<file path="src/lcec_pkg.sv">
// shared types and constants of the lane crossing event classifier
`default_nettype none

package lcec_pkg;

    // fixed widths of the configuration registers
    localparam int TOL_BITS   = 16;
    localparam int WIN_BITS   = 32;
    localparam int SCALE_BITS = 9;
    localparam int CFG_DATA_W = 32;
    localparam int CFG_IDX_W  = 3;
    // effective persist window: (window * scale) >> 8
    localparam int CONF_BITS  = WIN_BITS + SCALE_BITS - 8;
    // result item: crossing_active, event_code, padded to a byte
    localparam int EVENT_BITS = 3;
    localparam int OUT_W      = 8;

    // register indexes of the configuration port
    localparam logic [CFG_IDX_W-1:0] REG_TOLERANCE = 3'd0;
    localparam logic [CFG_IDX_W-1:0] REG_PERSIST   = 3'd1;
    localparam logic [CFG_IDX_W-1:0] REG_SCALE     = 3'd2;
    localparam logic [CFG_IDX_W-1:0] REG_SETTLE    = 3'd3;
    localparam logic [CFG_IDX_W-1:0] REG_MAX_CROSS = 3'd4;
    localparam logic [CFG_IDX_W-1:0] REG_OBJ_MEM   = 3'd5;

    // reset values of the registers and of the derived products
    localparam logic [TOL_BITS-1:0]   TOL_RESET       = 16'd100;
    localparam logic [WIN_BITS-1:0]   TOL_SQ_RESET    = 32'd10000;
    localparam logic [WIN_BITS-1:0]   PERSIST_RESET   = 32'd500;
    localparam logic [SCALE_BITS-1:0] SCALE_RESET     = 9'd128;
    localparam logic [CONF_BITS-1:0]  PERSIST_C_RESET = 33'd250;
    localparam logic [WIN_BITS-1:0]   SETTLE_RESET    = 32'd1000;
    localparam logic [WIN_BITS-1:0]   MAX_CROSS_RESET = 32'd10000;
    localparam logic [WIN_BITS-1:0]   OBJ_MEM_RESET   = 32'd2000;

    // turn indicator codes
    localparam logic [1:0] BLINK_NONE  = 2'd0;
    localparam logic [1:0] BLINK_OFF   = 2'd1;
    localparam logic [1:0] BLINK_LEFT  = 2'd2;
    localparam logic [1:0] BLINK_RIGHT = 2'd3;

    typedef enum logic [EVENT_BITS-1:0] {
        EV_NONE     = 3'd0,
        EV_ONSET    = 3'd1,
        EV_ABANDON  = 3'd2,
        EV_RETURNED = 3'd3,
        EV_BACKSTOP = 3'd4
    } event_t;

    typedef enum logic [1:0] {
        PH_IDLE  = 2'b01,
        PH_CROSS = 2'b10
    } phase_t;

    // configuration as seen by the classifier, with precomputed products
    typedef struct packed {
        logic [TOL_BITS-1:0]  tol;
        logic [WIN_BITS-1:0]  tol_sq;
        logic [WIN_BITS-1:0]  persist;
        logic [CONF_BITS-1:0] persist_conf;
        logic [WIN_BITS-1:0]  settle;
        logic [WIN_BITS-1:0]  max_cross;
        logic [WIN_BITS-1:0]  obj_mem;
    } cfg_t;

endpackage

`default_nettype wire

</file>
<file path="src/lane_crossing_event_classifier_unit.sv">
// top level of the lane crossing event classifier: stream ports and pipeline registers
`default_nettype none

// The classifier takes one item per clock and gives exactly one result item
// for each. An item passes the input register and then the decision logic,
// which updates the classifier state and loads the result register at the
// same edge. The rate of one item per clock is set by that state update,
// which each item needs from the one before. Both sides may stall freely;
// when both registers hold an item, s_axis_tready follows m_axis_tready in
// the same cycle. A configuration write applies to every item decided after
// the write edge, including one accepted at that edge, so the user must make
// writes only while no item is held inside; the block does not enforce this.
module lane_crossing_event_classifier_unit #(
    parameter int TIME_BITS  = 32,
    parameter int COORD_BITS = 24
) (
    input  wire logic                             aclk,
    input  wire logic                             aresetn,
    // configuration write port
    input  wire logic                             cfg_we,
    input  wire logic [lcec_pkg::CFG_IDX_W-1:0]   cfg_index,
    input  wire logic [lcec_pkg::CFG_DATA_W-1:0]  cfg_wdata,
    // input items
    input  wire logic                             s_axis_tvalid,
    output logic                                  s_axis_tready,
    // now_ms, crossing_seen, crossing_left, crossing_x_cm, crossing_y_cm,
    // object_qualifies, footprint_inside, full_entry, blinker
    input  wire logic [((TIME_BITS+2*COORD_BITS+7+7)/8)*8-1:0] s_axis_tdata,
    // result items
    output logic                                  m_axis_tvalid,
    input  wire logic                             m_axis_tready,
    // crossing_active, event_code
    output logic [lcec_pkg::OUT_W-1:0]            m_axis_tdata
);

    localparam int IN_BITS = TIME_BITS + 2 * COORD_BITS + 7;
    localparam int X_LO    = TIME_BITS + 2;
    localparam int Y_LO    = X_LO + COORD_BITS;
    localparam int F_LO    = Y_LO + COORD_BITS;

    lcec_pkg::cfg_t          cfg;
    logic                    in_valid_reg;
    logic [IN_BITS-1:0]      in_data_reg;
    logic                    out_valid_reg;
    logic                    out_active_reg;
    lcec_pkg::event_t        out_event_reg;
    logic                    step;
    logic                    active_next;
    lcec_pkg::event_t        event_next;

    // an item moves on when the result register is free or being emptied
    assign step          = in_valid_reg && (!out_valid_reg || m_axis_tready);
    assign s_axis_tready = !in_valid_reg || step;

    // input register
    always_ff @(posedge aclk) begin
        if (!aresetn) begin
            in_valid_reg <= 1'b0;
        end else if (s_axis_tready) begin
            in_valid_reg <= s_axis_tvalid;
        end
    end

    always_ff @(posedge aclk) begin
        if (s_axis_tready && s_axis_tvalid) begin
            in_data_reg <= s_axis_tdata[IN_BITS-1:0];
        end
    end

    lcec_cfg u_cfg (
        .aclk      (aclk),
        .aresetn   (aresetn),
        .cfg_we    (cfg_we),
        .cfg_index (cfg_index),
        .cfg_wdata (cfg_wdata),
        .cfg       (cfg)
    );

    lcec_core #(
        .TIME_BITS  (TIME_BITS),
        .COORD_BITS (COORD_BITS)
    ) u_core (
        .aclk             (aclk),
        .aresetn          (aresetn),
        .step             (step),
        .now_ms           (in_data_reg[TIME_BITS-1:0]),
        .crossing_seen    (in_data_reg[TIME_BITS]),
        .crossing_left    (in_data_reg[TIME_BITS+1]),
        .crossing_x_cm    (in_data_reg[X_LO+COORD_BITS-1:X_LO]),
        .crossing_y_cm    (in_data_reg[Y_LO+COORD_BITS-1:Y_LO]),
        .object_qualifies (in_data_reg[F_LO]),
        .footprint_inside (in_data_reg[F_LO+1]),
        .full_entry       (in_data_reg[F_LO+2]),
        .blinker          (in_data_reg[F_LO+4:F_LO+3]),
        .cfg              (cfg),
        .active_next      (active_next),
        .event_next       (event_next)
    );

    // result register
    always_ff @(posedge aclk) begin
        if (!aresetn) begin
            out_valid_reg <= 1'b0;
        end else if (step) begin
            out_valid_reg <= 1'b1;
        end else if (m_axis_tready) begin
            out_valid_reg <= 1'b0;
        end
    end

    always_ff @(posedge aclk) begin
        if (step) begin
            out_active_reg <= active_next;
            out_event_reg  <= event_next;
        end
    end

    assign m_axis_tvalid = out_valid_reg;
    assign m_axis_tdata  = {{(lcec_pkg::OUT_W - lcec_pkg::EVENT_BITS - 1){1'b0}},
                            out_event_reg, out_active_reg};

endmodule

`default_nettype wire

</file>
<file path="src/lcec_cfg.sv">
// configuration registers and the products derived from them
`default_nettype none

module lcec_cfg (
    input  wire logic                             aclk,
    input  wire logic                             aresetn,
    input  wire logic                             cfg_we,
    input  wire logic [lcec_pkg::CFG_IDX_W-1:0]   cfg_index,
    input  wire logic [lcec_pkg::CFG_DATA_W-1:0]  cfg_wdata,
    output lcec_pkg::cfg_t                        cfg
);

    logic [lcec_pkg::TOL_BITS-1:0]   tol_reg, tol_next;
    logic [lcec_pkg::WIN_BITS-1:0]   persist_reg, persist_next;
    logic [lcec_pkg::SCALE_BITS-1:0] scale_reg, scale_next;
    logic [lcec_pkg::WIN_BITS-1:0]   settle_reg, settle_next;
    logic [lcec_pkg::WIN_BITS-1:0]   max_cross_reg, max_cross_next;
    logic [lcec_pkg::WIN_BITS-1:0]   obj_mem_reg, obj_mem_next;
    logic [lcec_pkg::WIN_BITS-1:0]   tol_sq_reg;
    logic [lcec_pkg::CONF_BITS-1:0]  persist_conf_reg;

    logic [lcec_pkg::WIN_BITS+lcec_pkg::SCALE_BITS-1:0] persist_prod;

    // register writes, out of range indexes are dropped
    always_comb begin
        tol_next       = tol_reg;
        persist_next   = persist_reg;
        scale_next     = scale_reg;
        settle_next    = settle_reg;
        max_cross_next = max_cross_reg;
        obj_mem_next   = obj_mem_reg;
        if (cfg_we) begin
            case (cfg_index)
                lcec_pkg::REG_TOLERANCE: tol_next = cfg_wdata[lcec_pkg::TOL_BITS-1:0];
                lcec_pkg::REG_PERSIST:   persist_next = cfg_wdata[lcec_pkg::WIN_BITS-1:0];
                lcec_pkg::REG_SCALE:     scale_next = cfg_wdata[lcec_pkg::SCALE_BITS-1:0];
                lcec_pkg::REG_SETTLE:    settle_next = cfg_wdata[lcec_pkg::WIN_BITS-1:0];
                lcec_pkg::REG_MAX_CROSS: max_cross_next = cfg_wdata[lcec_pkg::WIN_BITS-1:0];
                lcec_pkg::REG_OBJ_MEM:   obj_mem_next = cfg_wdata[lcec_pkg::WIN_BITS-1:0];
                default: ;
            endcase
        end
    end

    always_ff @(posedge aclk) begin
        if (!aresetn) begin
            tol_reg       <= lcec_pkg::TOL_RESET;
            persist_reg   <= lcec_pkg::PERSIST_RESET;
            scale_reg     <= lcec_pkg::SCALE_RESET;
            settle_reg    <= lcec_pkg::SETTLE_RESET;
            max_cross_reg <= lcec_pkg::MAX_CROSS_RESET;
            obj_mem_reg   <= lcec_pkg::OBJ_MEM_RESET;
        end else begin
            tol_reg       <= tol_next;
            persist_reg   <= persist_next;
            scale_reg     <= scale_next;
            settle_reg    <= settle_next;
            max_cross_reg <= max_cross_next;
            obj_mem_reg   <= obj_mem_next;
        end
    end

    // window scaled by the q8 confidence factor
    assign persist_prod = persist_next * scale_next;

    // products load at the same edge as the registers they come from
    always_ff @(posedge aclk) begin
        if (!aresetn) begin
            tol_sq_reg       <= lcec_pkg::TOL_SQ_RESET;
            persist_conf_reg <= lcec_pkg::PERSIST_C_RESET;
        end else begin
            tol_sq_reg       <= tol_next * tol_next;
            persist_conf_reg <= persist_prod[lcec_pkg::WIN_BITS+lcec_pkg::SCALE_BITS-1:8];
        end
    end

    assign cfg.tol          = tol_reg;
    assign cfg.tol_sq       = tol_sq_reg;
    assign cfg.persist      = persist_reg;
    assign cfg.persist_conf = persist_conf_reg;
    assign cfg.settle       = settle_reg;
    assign cfg.max_cross    = max_cross_reg;
    assign cfg.obj_mem      = obj_mem_reg;

endmodule

`default_nettype wire

</file>
<file path="src/lcec_core.sv">
// classifier state and the single pass decision for one item
`default_nettype none

module lcec_core #(
    parameter int TIME_BITS  = 32,
    parameter int COORD_BITS = 24
) (
    input  wire logic                    aclk,
    input  wire logic                    aresetn,
    input  wire logic                    step,
    input  wire logic [TIME_BITS-1:0]    now_ms,
    input  wire logic                    crossing_seen,
    input  wire logic                    crossing_left,
    input  wire logic [COORD_BITS-1:0]   crossing_x_cm,
    input  wire logic [COORD_BITS-1:0]   crossing_y_cm,
    input  wire logic                    object_qualifies,
    input  wire logic                    footprint_inside,
    input  wire logic                    full_entry,
    input  wire logic [1:0]              blinker,
    input  wire lcec_pkg::cfg_t          cfg,
    output logic                         active_next,
    output lcec_pkg::event_t             event_next
);

    localparam int CW = (TIME_BITS > lcec_pkg::CONF_BITS) ? TIME_BITS : lcec_pkg::CONF_BITS;
    localparam int DW = (COORD_BITS + 1 > lcec_pkg::TOL_BITS) ? COORD_BITS + 1
                                                              : lcec_pkg::TOL_BITS;
    localparam int TB = lcec_pkg::TOL_BITS;

    lcec_pkg::phase_t        phase_reg, phase_next;
    logic                    track_valid_reg, track_valid_next;
    logic                    track_left_reg, track_left_next;
    logic [COORD_BITS-1:0]   track_x_reg, track_x_next;
    logic [COORD_BITS-1:0]   track_y_reg, track_y_next;
    logic [TIME_BITS-1:0]    track_start_reg, track_start_next;
    logic                    ret_run_reg, ret_run_next;
    logic [TIME_BITS-1:0]    ret_start_reg, ret_start_next;
    logic                    obj_seen_reg, obj_seen_next;
    logic [TIME_BITS-1:0]    obj_last_reg, obj_last_next;
    logic [TIME_BITS-1:0]    commit_reg, commit_next;

    logic                    obj_seen_eff;
    logic [TIME_BITS-1:0]    obj_last_eff;
    logic [TIME_BITS-1:0]    obj_age;
    logic                    recent;
    logic [COORD_BITS:0]     dx_diff, dy_diff, dx_mag, dy_mag;
    logic [DW-1:0]           dx_w, dy_w;
    logic [TB-1:0]           dx_n, dy_n;
    logic [2*TB-1:0]         dx_sq, dy_sq;
    logic [2*TB:0]           sq_sum;
    logic                    near, match, conf;
    logic [TIME_BITS-1:0]    start_eff, track_age;
    logic [lcec_pkg::CONF_BITS-1:0] persist_eff;
    logic                    persist_done;
    logic [TIME_BITS-1:0]    ret_start_eff, ret_age, cross_age;
    logic                    settled, backstop;

    // object memory, refreshed by the current item
    assign obj_seen_eff = obj_seen_reg | object_qualifies;
    assign obj_last_eff = object_qualifies ? now_ms : obj_last_reg;
    assign obj_age      = now_ms - obj_last_eff;
    assign recent       = obj_seen_eff && (CW'(obj_age) <= CW'(cfg.obj_mem));

    // distance of the crossing point from the tracked one
    assign dx_diff = {crossing_x_cm[COORD_BITS-1], crossing_x_cm}
                   - {track_x_reg[COORD_BITS-1], track_x_reg};
    assign dy_diff = {crossing_y_cm[COORD_BITS-1], crossing_y_cm}
                   - {track_y_reg[COORD_BITS-1], track_y_reg};
    assign dx_mag  = dx_diff[COORD_BITS] ? (~dx_diff + 1'b1) : dx_diff;
    assign dy_mag  = dy_diff[COORD_BITS] ? (~dy_diff + 1'b1) : dy_diff;
    assign dx_w    = DW'(dx_mag);
    assign dy_w    = DW'(dy_mag);
    assign dx_n    = dx_w[TB-1:0];
    assign dy_n    = dy_w[TB-1:0];
    assign dx_sq   = dx_n * dx_n;
    assign dy_sq   = dy_n * dy_n;
    assign sq_sum  = {1'b0, dx_sq} + {1'b0, dy_sq};
    assign near    = (dx_w <= DW'(cfg.tol)) && (dy_w <= DW'(cfg.tol))
                   && (sq_sum <= {1'b0, cfg.tol_sq});
    assign match   = track_valid_reg && (track_left_reg == crossing_left) && near;

    // persistence check, window scaled by the confidence factor when the blinker agrees with the side
    assign conf         = crossing_left ? (blinker == lcec_pkg::BLINK_LEFT)
                                        : (blinker == lcec_pkg::BLINK_RIGHT);
    assign persist_eff  = conf ? cfg.persist_conf : lcec_pkg::CONF_BITS'(cfg.persist);
    assign start_eff    = match ? track_start_reg : now_ms;
    assign track_age    = now_ms - start_eff;
    assign persist_done = CW'(track_age) >= CW'(persist_eff);

    // settle and backstop timers of the crossing phase
    assign ret_start_eff = ret_run_reg ? ret_start_reg : now_ms;
    assign ret_age       = now_ms - ret_start_eff;
    assign settled       = footprint_inside && (CW'(ret_age) >= CW'(cfg.settle));
    assign cross_age     = now_ms - commit_reg;
    assign backstop      = CW'(cross_age) >= CW'(cfg.max_cross);

    // next state and event of this item
    always_comb begin
        phase_next       = phase_reg;
        track_valid_next = track_valid_reg;
        track_left_next  = track_left_reg;
        track_x_next     = track_x_reg;
        track_y_next     = track_y_reg;
        track_start_next = track_start_reg;
        ret_run_next     = ret_run_reg;
        ret_start_next   = ret_start_reg;
        obj_seen_next    = obj_seen_reg;
        obj_last_next    = obj_last_reg;
        commit_next      = commit_reg;
        event_next       = lcec_pkg::EV_NONE;
        case (phase_reg)
            lcec_pkg::PH_IDLE: begin
                obj_seen_next = obj_seen_eff;
                obj_last_next = obj_last_eff;
                if (!crossing_seen || !recent) begin
                    track_valid_next = 1'b0;
                end else begin
                    if (!match) begin
                        track_valid_next = 1'b1;
                        track_left_next  = crossing_left;
                        track_x_next     = crossing_x_cm;
                        track_y_next     = crossing_y_cm;
                        track_start_next = now_ms;
                    end
                    if (persist_done) begin
                        phase_next       = lcec_pkg::PH_CROSS;
                        commit_next      = now_ms;
                        track_valid_next = 1'b0;
                        ret_run_next     = 1'b0;
                        obj_seen_next    = 1'b0;
                        event_next       = lcec_pkg::EV_ONSET;
                    end
                end
            end
            lcec_pkg::PH_CROSS: begin
                if (full_entry) begin
                    event_next = lcec_pkg::EV_ABANDON;
                end else begin
                    ret_run_next = footprint_inside;
                    if (footprint_inside && !ret_run_reg) begin
                        ret_start_next = now_ms;
                    end
                    if (settled) begin
                        event_next = lcec_pkg::EV_RETURNED;
                    end else if (backstop) begin
                        event_next = lcec_pkg::EV_BACKSTOP;
                    end
                end
                if (event_next != lcec_pkg::EV_NONE) begin
                    phase_next       = lcec_pkg::PH_IDLE;
                    track_valid_next = 1'b0;
                    ret_run_next     = 1'b0;
                    obj_seen_next    = 1'b0;
                end
            end
            default: begin
                phase_next = lcec_pkg::PH_IDLE;
            end
        endcase
    end

    assign active_next = (phase_next == lcec_pkg::PH_CROSS);

    // control state
    always_ff @(posedge aclk) begin
        if (!aresetn) begin
            phase_reg       <= lcec_pkg::PH_IDLE;
            track_valid_reg <= 1'b0;
            ret_run_reg     <= 1'b0;
            obj_seen_reg    <= 1'b0;
        end else if (step) begin
            phase_reg       <= phase_next;
            track_valid_reg <= track_valid_next;
            ret_run_reg     <= ret_run_next;
            obj_seen_reg    <= obj_seen_next;
        end
    end

    // timestamps and tracked point, only read under their valid flags
    always_ff @(posedge aclk) begin
        if (step) begin
            track_left_reg  <= track_left_next;
            track_x_reg     <= track_x_next;
            track_y_reg     <= track_y_next;
            track_start_reg <= track_start_next;
            ret_start_reg   <= ret_start_next;
            obj_last_reg    <= obj_last_next;
            commit_reg      <= commit_next;
        end
    end

    // only onset can leave the idle phase
    assert property (@(posedge aclk) disable iff (!aresetn)
        (step && phase_reg == lcec_pkg::PH_IDLE && event_next != lcec_pkg::EV_NONE)
        |-> event_next == lcec_pkg::EV_ONSET)
        else $error("non-onset event raised in idle phase");

    // onset enters the crossing phase with a cleared track
    assert property (@(posedge aclk) disable iff (!aresetn)
        (step && event_next == lcec_pkg::EV_ONSET)
        |=> (phase_reg == lcec_pkg::PH_CROSS && !track_valid_reg && !obj_seen_reg))
        else $error("onset did not enter crossing phase cleanly");

    // any event in the crossing phase returns to idle
    assert property (@(posedge aclk) disable iff (!aresetn)
        (step && phase_reg == lcec_pkg::PH_CROSS && event_next != lcec_pkg::EV_NONE)
        |=> (phase_reg == lcec_pkg::PH_IDLE && !ret_run_reg))
        else $error("crossing phase event did not return to idle");

endmodule

`default_nettype wire

</file>
<file path="config.mk">
export PLATFORM = sky130hd
export DESIGN_NAME = lane_crossing_event_classifier_unit
export DESIGN_NICKNAME = d
export VERILOG_FILES = /design/src/lcec_pkg.sv /design/src/lane_crossing_event_classifier_unit.sv /design/src/lcec_cfg.sv /design/src/lcec_core.sv
export SDC_FILE = /design/constraint.sdc
export NUM_CORES = 2
export LEC_CHECK = 0
export CAP_MARGIN = 30
export CORE_MARGIN = 2
export CORE_UTILIZATION = 35
export DETAILED_ROUTE_END_ITERATION = 12
export DONT_BUFFER_PORTS = 1
export SLEW_MARGIN = 15
export SYNTH_ARGS = -nofsm -noshare
export SYNTH_HDL_FRONTEND = slang
export SYNTH_SLANG_ARGS = --single-unit
</file>
<file path="constraint.sdc">
create_clock -name aclk -period 31.3 [get_ports aclk]
set_input_delay 3.13 -clock aclk [delete_from_list [all_inputs] [get_ports aclk]]
set_output_delay 3.13 -clock aclk [all_outputs]
set_load 0.1 [all_outputs]
</file>
Word level (Yosys, flattened, before mapping)
Index checks and enable logic that the tools add are counted.
{"block": "word_totals", "ff_bits": 493, "output_inout_bits": 10}
{"block": "op_classes", "n_addsub": 9, "mul": 4, "n_lt_le_gt_ge": 7, "n_eq_ne": 16, "mux": 39, "bitwise_logic": 6, "n_reduce_logical": 32}
{"cell": "2-to-1 mux 32 bit", "count": 5}
{"cell": "subtractor 32 bit", "count": 4}
{"cell": "multiplier 16 x 16 -> 32 bit", "count": 3}
{"cell": ">= comparator 32 bit", "count": 2}
{"cell": "adder 25 x 1 -> 25 bit, second input constant", "count": 2}
{"cell": "less-or-equal comparator 25 x 16 -> 1 bit", "count": 2}
{"cell": "2-to-1 mux 25 bit", "count": 2}
{"cell": "NOT 25 bit", "count": 2}
{"cell": "subtractor 24 x 24 -> 25 bit", "count": 2}
{"cell": "multiplier 32 x 9 -> 41 bit", "count": 1}
{"cell": "adder 32 x 32 -> 33 bit", "count": 1}
{"cell": ">= comparator 32 x 33 -> 1 bit", "count": 1}
{"cell": "less-or-equal comparator 33 x 32 -> 1 bit", "count": 1}
{"cell": "2-to-1 mux 33 bit", "count": 1}
{"cell": "less-or-equal comparator 32 bit", "count": 1}
{"cell": "2-to-1 mux 16 bit", "count": 2}
{"cell": "2-to-1 mux 9 bit", "count": 2}
{"cell": "AND reduction 4 bit", "count": 4}
{"cell": "2-to-1 mux 3 bit", "count": 5}
{"cell": "2-to-1 mux 1 bit", "count": 14}
{"cell": "logical AND 1 bit", "count": 9}
{"cell": "equality test 2 bit, second input constant", "count": 4}
{"cell": "AND reduction 2 bit", "count": 4}
{"cell": "equality test 3 x 2 -> 1 bit, second input constant", "count": 2}
{"cell": "21 further kinds", "count": 37}

Logic depth before layout (Yosys ltp)
{"block": "logic_depth", "depth_word": 16, "depth_mapped": 86, "ltp_nobuf": 82}

By module
Synthesis repeated with hierarchy kept, for this count alone.
{"block": "unflattened", "hier_cells": 6857, "hier_area_um2": 62464.9}
{"mod": "lcec_core", "instances": 1, "cells_per_inst": 4133, "area_each_um2": 36880.4, "seq_area_each_um2": 5415.2}
{"mod": "lcec_cfg", "instances": 1, "cells_per_inst": 2618, "area_each_um2": 22706.8, "seq_area_each_um2": 4324.1}
{"mod": "lane_crossing_event_classifier_unit", "instances": 1, "cells_per_inst": 106, "area_each_um2": 2877.8, "seq_area_each_um2": 2772.7}

Least setup slack after synthesis
OpenSTA, ideal clock, no wires.
{"block": "synth_path", "path_kind": "register -> register", "startpoint": "register in_data_reg[34]", "endpoint": "register u_core.commit_reg[0], enable pin", "t_arrival_ns": 18.357, "required_ns": 30.907, "path_slack_ns": 12.550, "path_stages_with_launch": 77, "n_path_buf": 4, "synth_period_minus_slack_ns": 18.750, "path_cell_list": "edfxtp_1 inv_1 ha_1 inv_1 fa_1 a21o_1 a311oi_4 o21ai_1 o211ai_1 a21oi_1 o32a_2 inv_1 clkbuf_1 nand2_1 xor2_1 clkinv_1 nor2_1 fa_1 (+41 left out) o31a_1 o41a_1 o311a_1 o21ai_0 o2111a_1 o41ai_1 a41oi_1 a21oi_1 a21o_1 a21oi_1 o21ai_0 xnor2_1 ha_1 nand3_1 a32o_1 or3_1 o22ai_1 and3_1"}
{"block": "synth_via", "elab_chain_cells": 13}
{"element": "start, declared", "line": "lane_crossing_event_classifier_unit.sv:43", "rtl": "logic [IN_BITS-1:0] in_data_reg;"}
{"element": "start signal, assigned", "line": "lane_crossing_event_classifier_unit.sv:66", "rtl": "in_data_reg <= s_axis_tdata[IN_BITS-1:0];"}
{"element": "subtractor 24 x 24 -> 25 bit (*)", "line": "lcec_core.sv:66", "rtl": "- {track_x_reg[COORD_BITS-1], track_x_reg};"}
{"element": "NOT 25 bit", "line": "lcec_core.sv:69", "rtl": "assign dx_mag = dx_diff[COORD_BITS] ? (~dx_diff + 1'b1) : dx_diff;"}
{"element": "adder 25 x 1 -> 25 bit", "line": "lcec_core.sv:69"}
{"element": "2-to-1 mux 25 bit (*)", "line": "lcec_core.sv:69"}
{"element": "multiplier 16 x 16 -> 32 bit", "line": "lcec_core.sv:75", "rtl": "assign dx_sq = dx_n * dx_n;"}
{"element": "adder 32 x 32 -> 33 bit", "line": "lcec_core.sv:77", "rtl": "assign sq_sum = {1'b0, dx_sq} + {1'b0, dy_sq};"}
{"element": "less-or-equal comparator 33 x 32 -> 1 bit", "line": "lcec_core.sv:79", "rtl": "&& (sq_sum <= {1'b0, cfg.tol_sq});"}
{"element": "logical AND 1 bit (*)", "line": "lcec_core.sv:79"}
{"element": "logical AND 1 bit (*)", "line": "lcec_core.sv:80", "rtl": "assign match = track_valid_reg && (track_left_reg == crossing_left) && near;"}
{"element": "2-to-1 mux 32 bit (*)"}
{"element": "subtractor 32 bit (*)", "line": "lcec_core.sv:87", "rtl": "assign track_age = now_ms - start_eff;"}
{"element": ">= comparator 32 x 33 -> 1 bit (*)", "line": "lcec_core.sv:88", "rtl": "assign persist_done = CW'(track_age) >= CW'(persist_eff);"}
{"element": "AND reduction 4 bit (no source line) (*)"}
{"element": "end signal, assigned", "line": "lcec_core.sv:188", "rtl": "commit_reg <= commit_next;"}
{"element": "end, declared", "line": "lcec_core.sv:40", "rtl": "logic [TIME_BITS-1:0] commit_reg, commit_next;"}
Every way passes the cells marked *; elsewhere a longest branch is shown, timed or not.
A chain may end at the register's enable or synchronous reset.

Worst setup path after layout
{"block": "layout_path", "startpoint": "register in_data_reg[34]", "endpoint": "register u_core.commit_reg[2], enable pin"}
{"block": "layout_via", "elab_chain_cells": 13}
{"element": "subtractor 24 x 24 -> 25 bit (*)", "line": "lcec_core.sv:66"}
{"element": "NOT 25 bit", "line": "lcec_core.sv:69"}
{"element": "adder 25 x 1 -> 25 bit", "line": "lcec_core.sv:69"}
{"element": "2-to-1 mux 25 bit (*)", "line": "lcec_core.sv:69"}
{"element": "multiplier 16 x 16 -> 32 bit", "line": "lcec_core.sv:75"}
{"element": "adder 32 x 32 -> 33 bit", "line": "lcec_core.sv:77"}
{"element": "less-or-equal comparator 33 x 32 -> 1 bit", "line": "lcec_core.sv:79"}
{"element": "logical AND 1 bit (*)", "line": "lcec_core.sv:79"}
{"element": "logical AND 1 bit (*)", "line": "lcec_core.sv:80"}
{"element": "2-to-1 mux 32 bit (*)"}
{"element": "named net u_core.start_eff[0]", "line": "lcec_core.sv:52", "rtl": "logic [TIME_BITS-1:0] start_eff, track_age;"}
{"element": "subtractor 32 bit (*)", "line": "lcec_core.sv:87"}
{"element": ">= comparator 32 x 33 -> 1 bit (*)", "line": "lcec_core.sv:88"}
{"element": "AND reduction 4 bit (no source line) (*)"}
The timed path passes the listed nets; every way through them passes the cells marked *.

==> metrics.md <==
| Metric | Value |
|---|---|
| Routability cong. | `between 0.8 and 0.9` |
| Min cycle time layout | `22.28 ns` |
| Final setup vio count | `0` |
| WP data arrival | `22.64 ns` |
| Status | `complete, no violations` |
| Number of gates resized after cts | `0` |
| Crit path max-delay family | `compound AO/OA/AOI/OAI gates` |
| Die Wd | `424 um` |
| Buf/Inv on CP | `15` |
| Root buffer cell | `clkbuf_16` |
| Commonest non-fill, non-tap cell in the layout | `inv_1` |
| Yosys reg bits | `491` |
| Final wirelength | `159000 um` |
| RSZ-0062 raised after global routing | `false` |
| Largest net degree at the start of global routing | `between 100 and 150` |
| Fin util | `38.1%` |
| Total GRT Usage | `17.6%` |
| Clock Path Buffers | `3` |
| Final worst slack | `about 9 ns` |
| Slew Limit Fails | `0` |
| Vias/cell | `5.03` |
| Mapped Cells | `6743` |
| Post-synth EDFFs | `268` |
| Yosys cell types | `92` |
| Grt ovf | `0` |
| Post-CTS Hold Fix Bufs | `0` |
| Critical path's most frequent cell | `fa_1` |
| CP Max Fanout | `59` |
| Place WS | `9.13 ns` |
| Num CTS Buffers | `54` |
| Nets@finish | `8310` |
| # fillers | `17400` |
| Fraction of layout cells with a size suffix above 1 | `3.98%` |
| Max reg flops | `87` |
| Post-CTS Setup Inserts | `0` |
| Max stage delay cell, worst path | `o41ai_1` |
| Pre-antenna DRT Iters | `6` |
| Worst Setup SP | `in_data_reg[34]` |
| Clock skew | `around 0.049 ns` |
| Dpl hpwl | `128000 um` |
| Seq/Total Area, Yosys | `20.3%` |
| Syn_area_per_cell | `9.14 um2` |
| Hold Path Class | `flop to flop` |
| CTS tree | `done` |
| # H-tree levels | `2` |
| Vias in the first global route | `46700` |
| Layout area overhead | `7.84%` |
| Crit path required time | `31.66 ns` |
| Slowest stage delay, CP | `0.87 ns` |
| # Max-Cap Violations | `0` |
| WL/cell | `17.5 um` |
| Die Y | `424 um` |
| Worst Setup Path Type | `flop to flop` |
| Initial antenna violation count | `7` |
| Hold_ws | `0.454 ns` |
| Clk slew on worst S/H paths | `0.06 ns` |
| Synth async-reset ratio | `0%` |
| Hold Fails Final Rpt | `0` |
| DRT iter0 DRCs | `between 2000 and 2500` |
| Endpoint class of the critical path | `flop` |
| Die area | `179000 um2` |
| Worst-margin pin slew | `1.07 ns` |
| Placement Rows | `153` |
| TNS Setup | `0 ns` |
| Clk_lat worst skew | `0.69 ns` |
| Core Footprint | `174000 um2` |
| Final ANT Viol Nets | `0` |
| Fmax | `44.9 MHz` |
| Reg2Reg Launch Point | `in_data_reg[34]` |
| Starting Density | `35.3%` |
| Commonest non-fill, non-tap cells in the layout | `inv_1 (1313), fa_1 (769), nand2_1 (715), ha_1 (708), nor2_1 (595)` |
| IO Pins | `138` |
| Most frequently used flop master after synthesis | `edfxtp_1` |
| Vias | `45600` |
| Hold wc startpoint | `u_cfg.obj_mem_reg[23]` |
| # port buffers | `0` |
| Tcrit/Tclk final | `between 70 and 80%` |
| Sink Count | `491` |
| Slew HR | `27.9%` |
| Synthesized area | `61600 um2` |
| Warning count from the yosys run | `0` |
| Global-route wire length before repair | `253000 um` |
| Startpoint Class | `flop` |
| Residual DRC | `0` |
-- worst paths after layout --
check / end / slack [ns] / depth (start not counted)
worst max-delay path: u_core.commit_reg[2] / 9.02 / 80
worst min-delay path: u_cfg.obj_mem_reg[23] / 0.45 / 2
worst max register to register: u_core.commit_reg[2] / 9.02 / 80
worst min register to register: u_cfg.obj_mem_reg[23] / 0.45 / 2
-- per-layer routing --
metal | global-route usage, % | share of wire [%]
met5 | 0 | 0.0050
met4 | 5.37 | 3.1
met2 | 31.0 | 49
met1 | 22.2 | 43
met3 | 2.58 | 5.1
-- cells by family (layout without fill, tap and decap cells) --
logic type | count (synthesis) | after routing | share of synthesized area (%)
other cells | 1 | 9 | 0.00609
simple gates | 1809 | 1809 | 13.0
buf+inv | 1509 | 1514 | 9.29
xor+xnor | 263 | 263 | 3.74
flops | 491 | 491 | 20.3
mux | 242 | 242 | 4.09
fa+ha+maj | 1477 | 1477 | 39.4
compound gates | 951 | 951 | 10.2
-- area by class of cell --
type	instances	area, um2	share of cell area (%)
multi-input combinational	4746	43500	65.5
sequential	491	12500	18.8
inverter	1337	5020	7.56
tap	2325	2910	4.38
clock buffer	70	1460	2.20
timing repair buffer	75	691	1.04
clock inverter	32	338	0.508
antenna	5	12.5	0.0188
-- through the flow --
stage	area [um2]	instances
6_report	66400	9081
5_1_grt	66400	9080
4_1_cts	66400	9073
3_5_place_dp	64600	8971
3_3_place_gp	64400	8962
2_1_floorplan	61600	6746
-- tightest hold or removal path, stage by stage, from the launching register on --
cell     delay, ns
dfxtp_1       0.31
nand2_1       0.05
a21oi_1       0.05
-- Yosys cell counts (13+ instances only) --
master / number / area [um2]
nand2b_1: 47 / 294
nor2_1: 598 / 2240
clkbuf_1: 143 / 537
a2111oi_0: 14 / 123
o21a_1: 60 / 450
o31a_1: 13 / 114
a41oi_1: 13 / 114
nand3_1: 58 / 290
dfxtp_1: 223 / 4460
edfxtp_1: 268 / 8050
nor4_1: 13 / 81.3
o21ai_0: 132 / 661
a21oi_1: 307 / 1540
inv_1: 1314 / 4930
o31ai_1: 14 / 105
mux2_1: 32 / 360
nand4_1: 51 / 319
xnor2_1: 171 / 1500
ha_1: 708 / 8860
xor2_1: 92 / 806
o21bai_1: 20 / 150
or3_1: 20 / 125
nor3_1: 89 / 445
a21o_1: 147 / 1100
and3_1: 33 / 206
nand2_1: 716 / 2690
fa_1: 769 / 15400
mux2_2: 47 / 529
clkinv_1: 21 / 78.8
or2_2: 15 / 93.8
o211ai_1: 40 / 300
and2_1: 31 / 194
a211oi_1: 30 / 225
mux2i_1: 163 / 1630
a31oi_1: 27 / 169
nor2b_1: 61 / 382
Power is left out: the tool's default activity adds up to more than one toggle a clock period on the data nets, which glitch-free logic cannot reach.
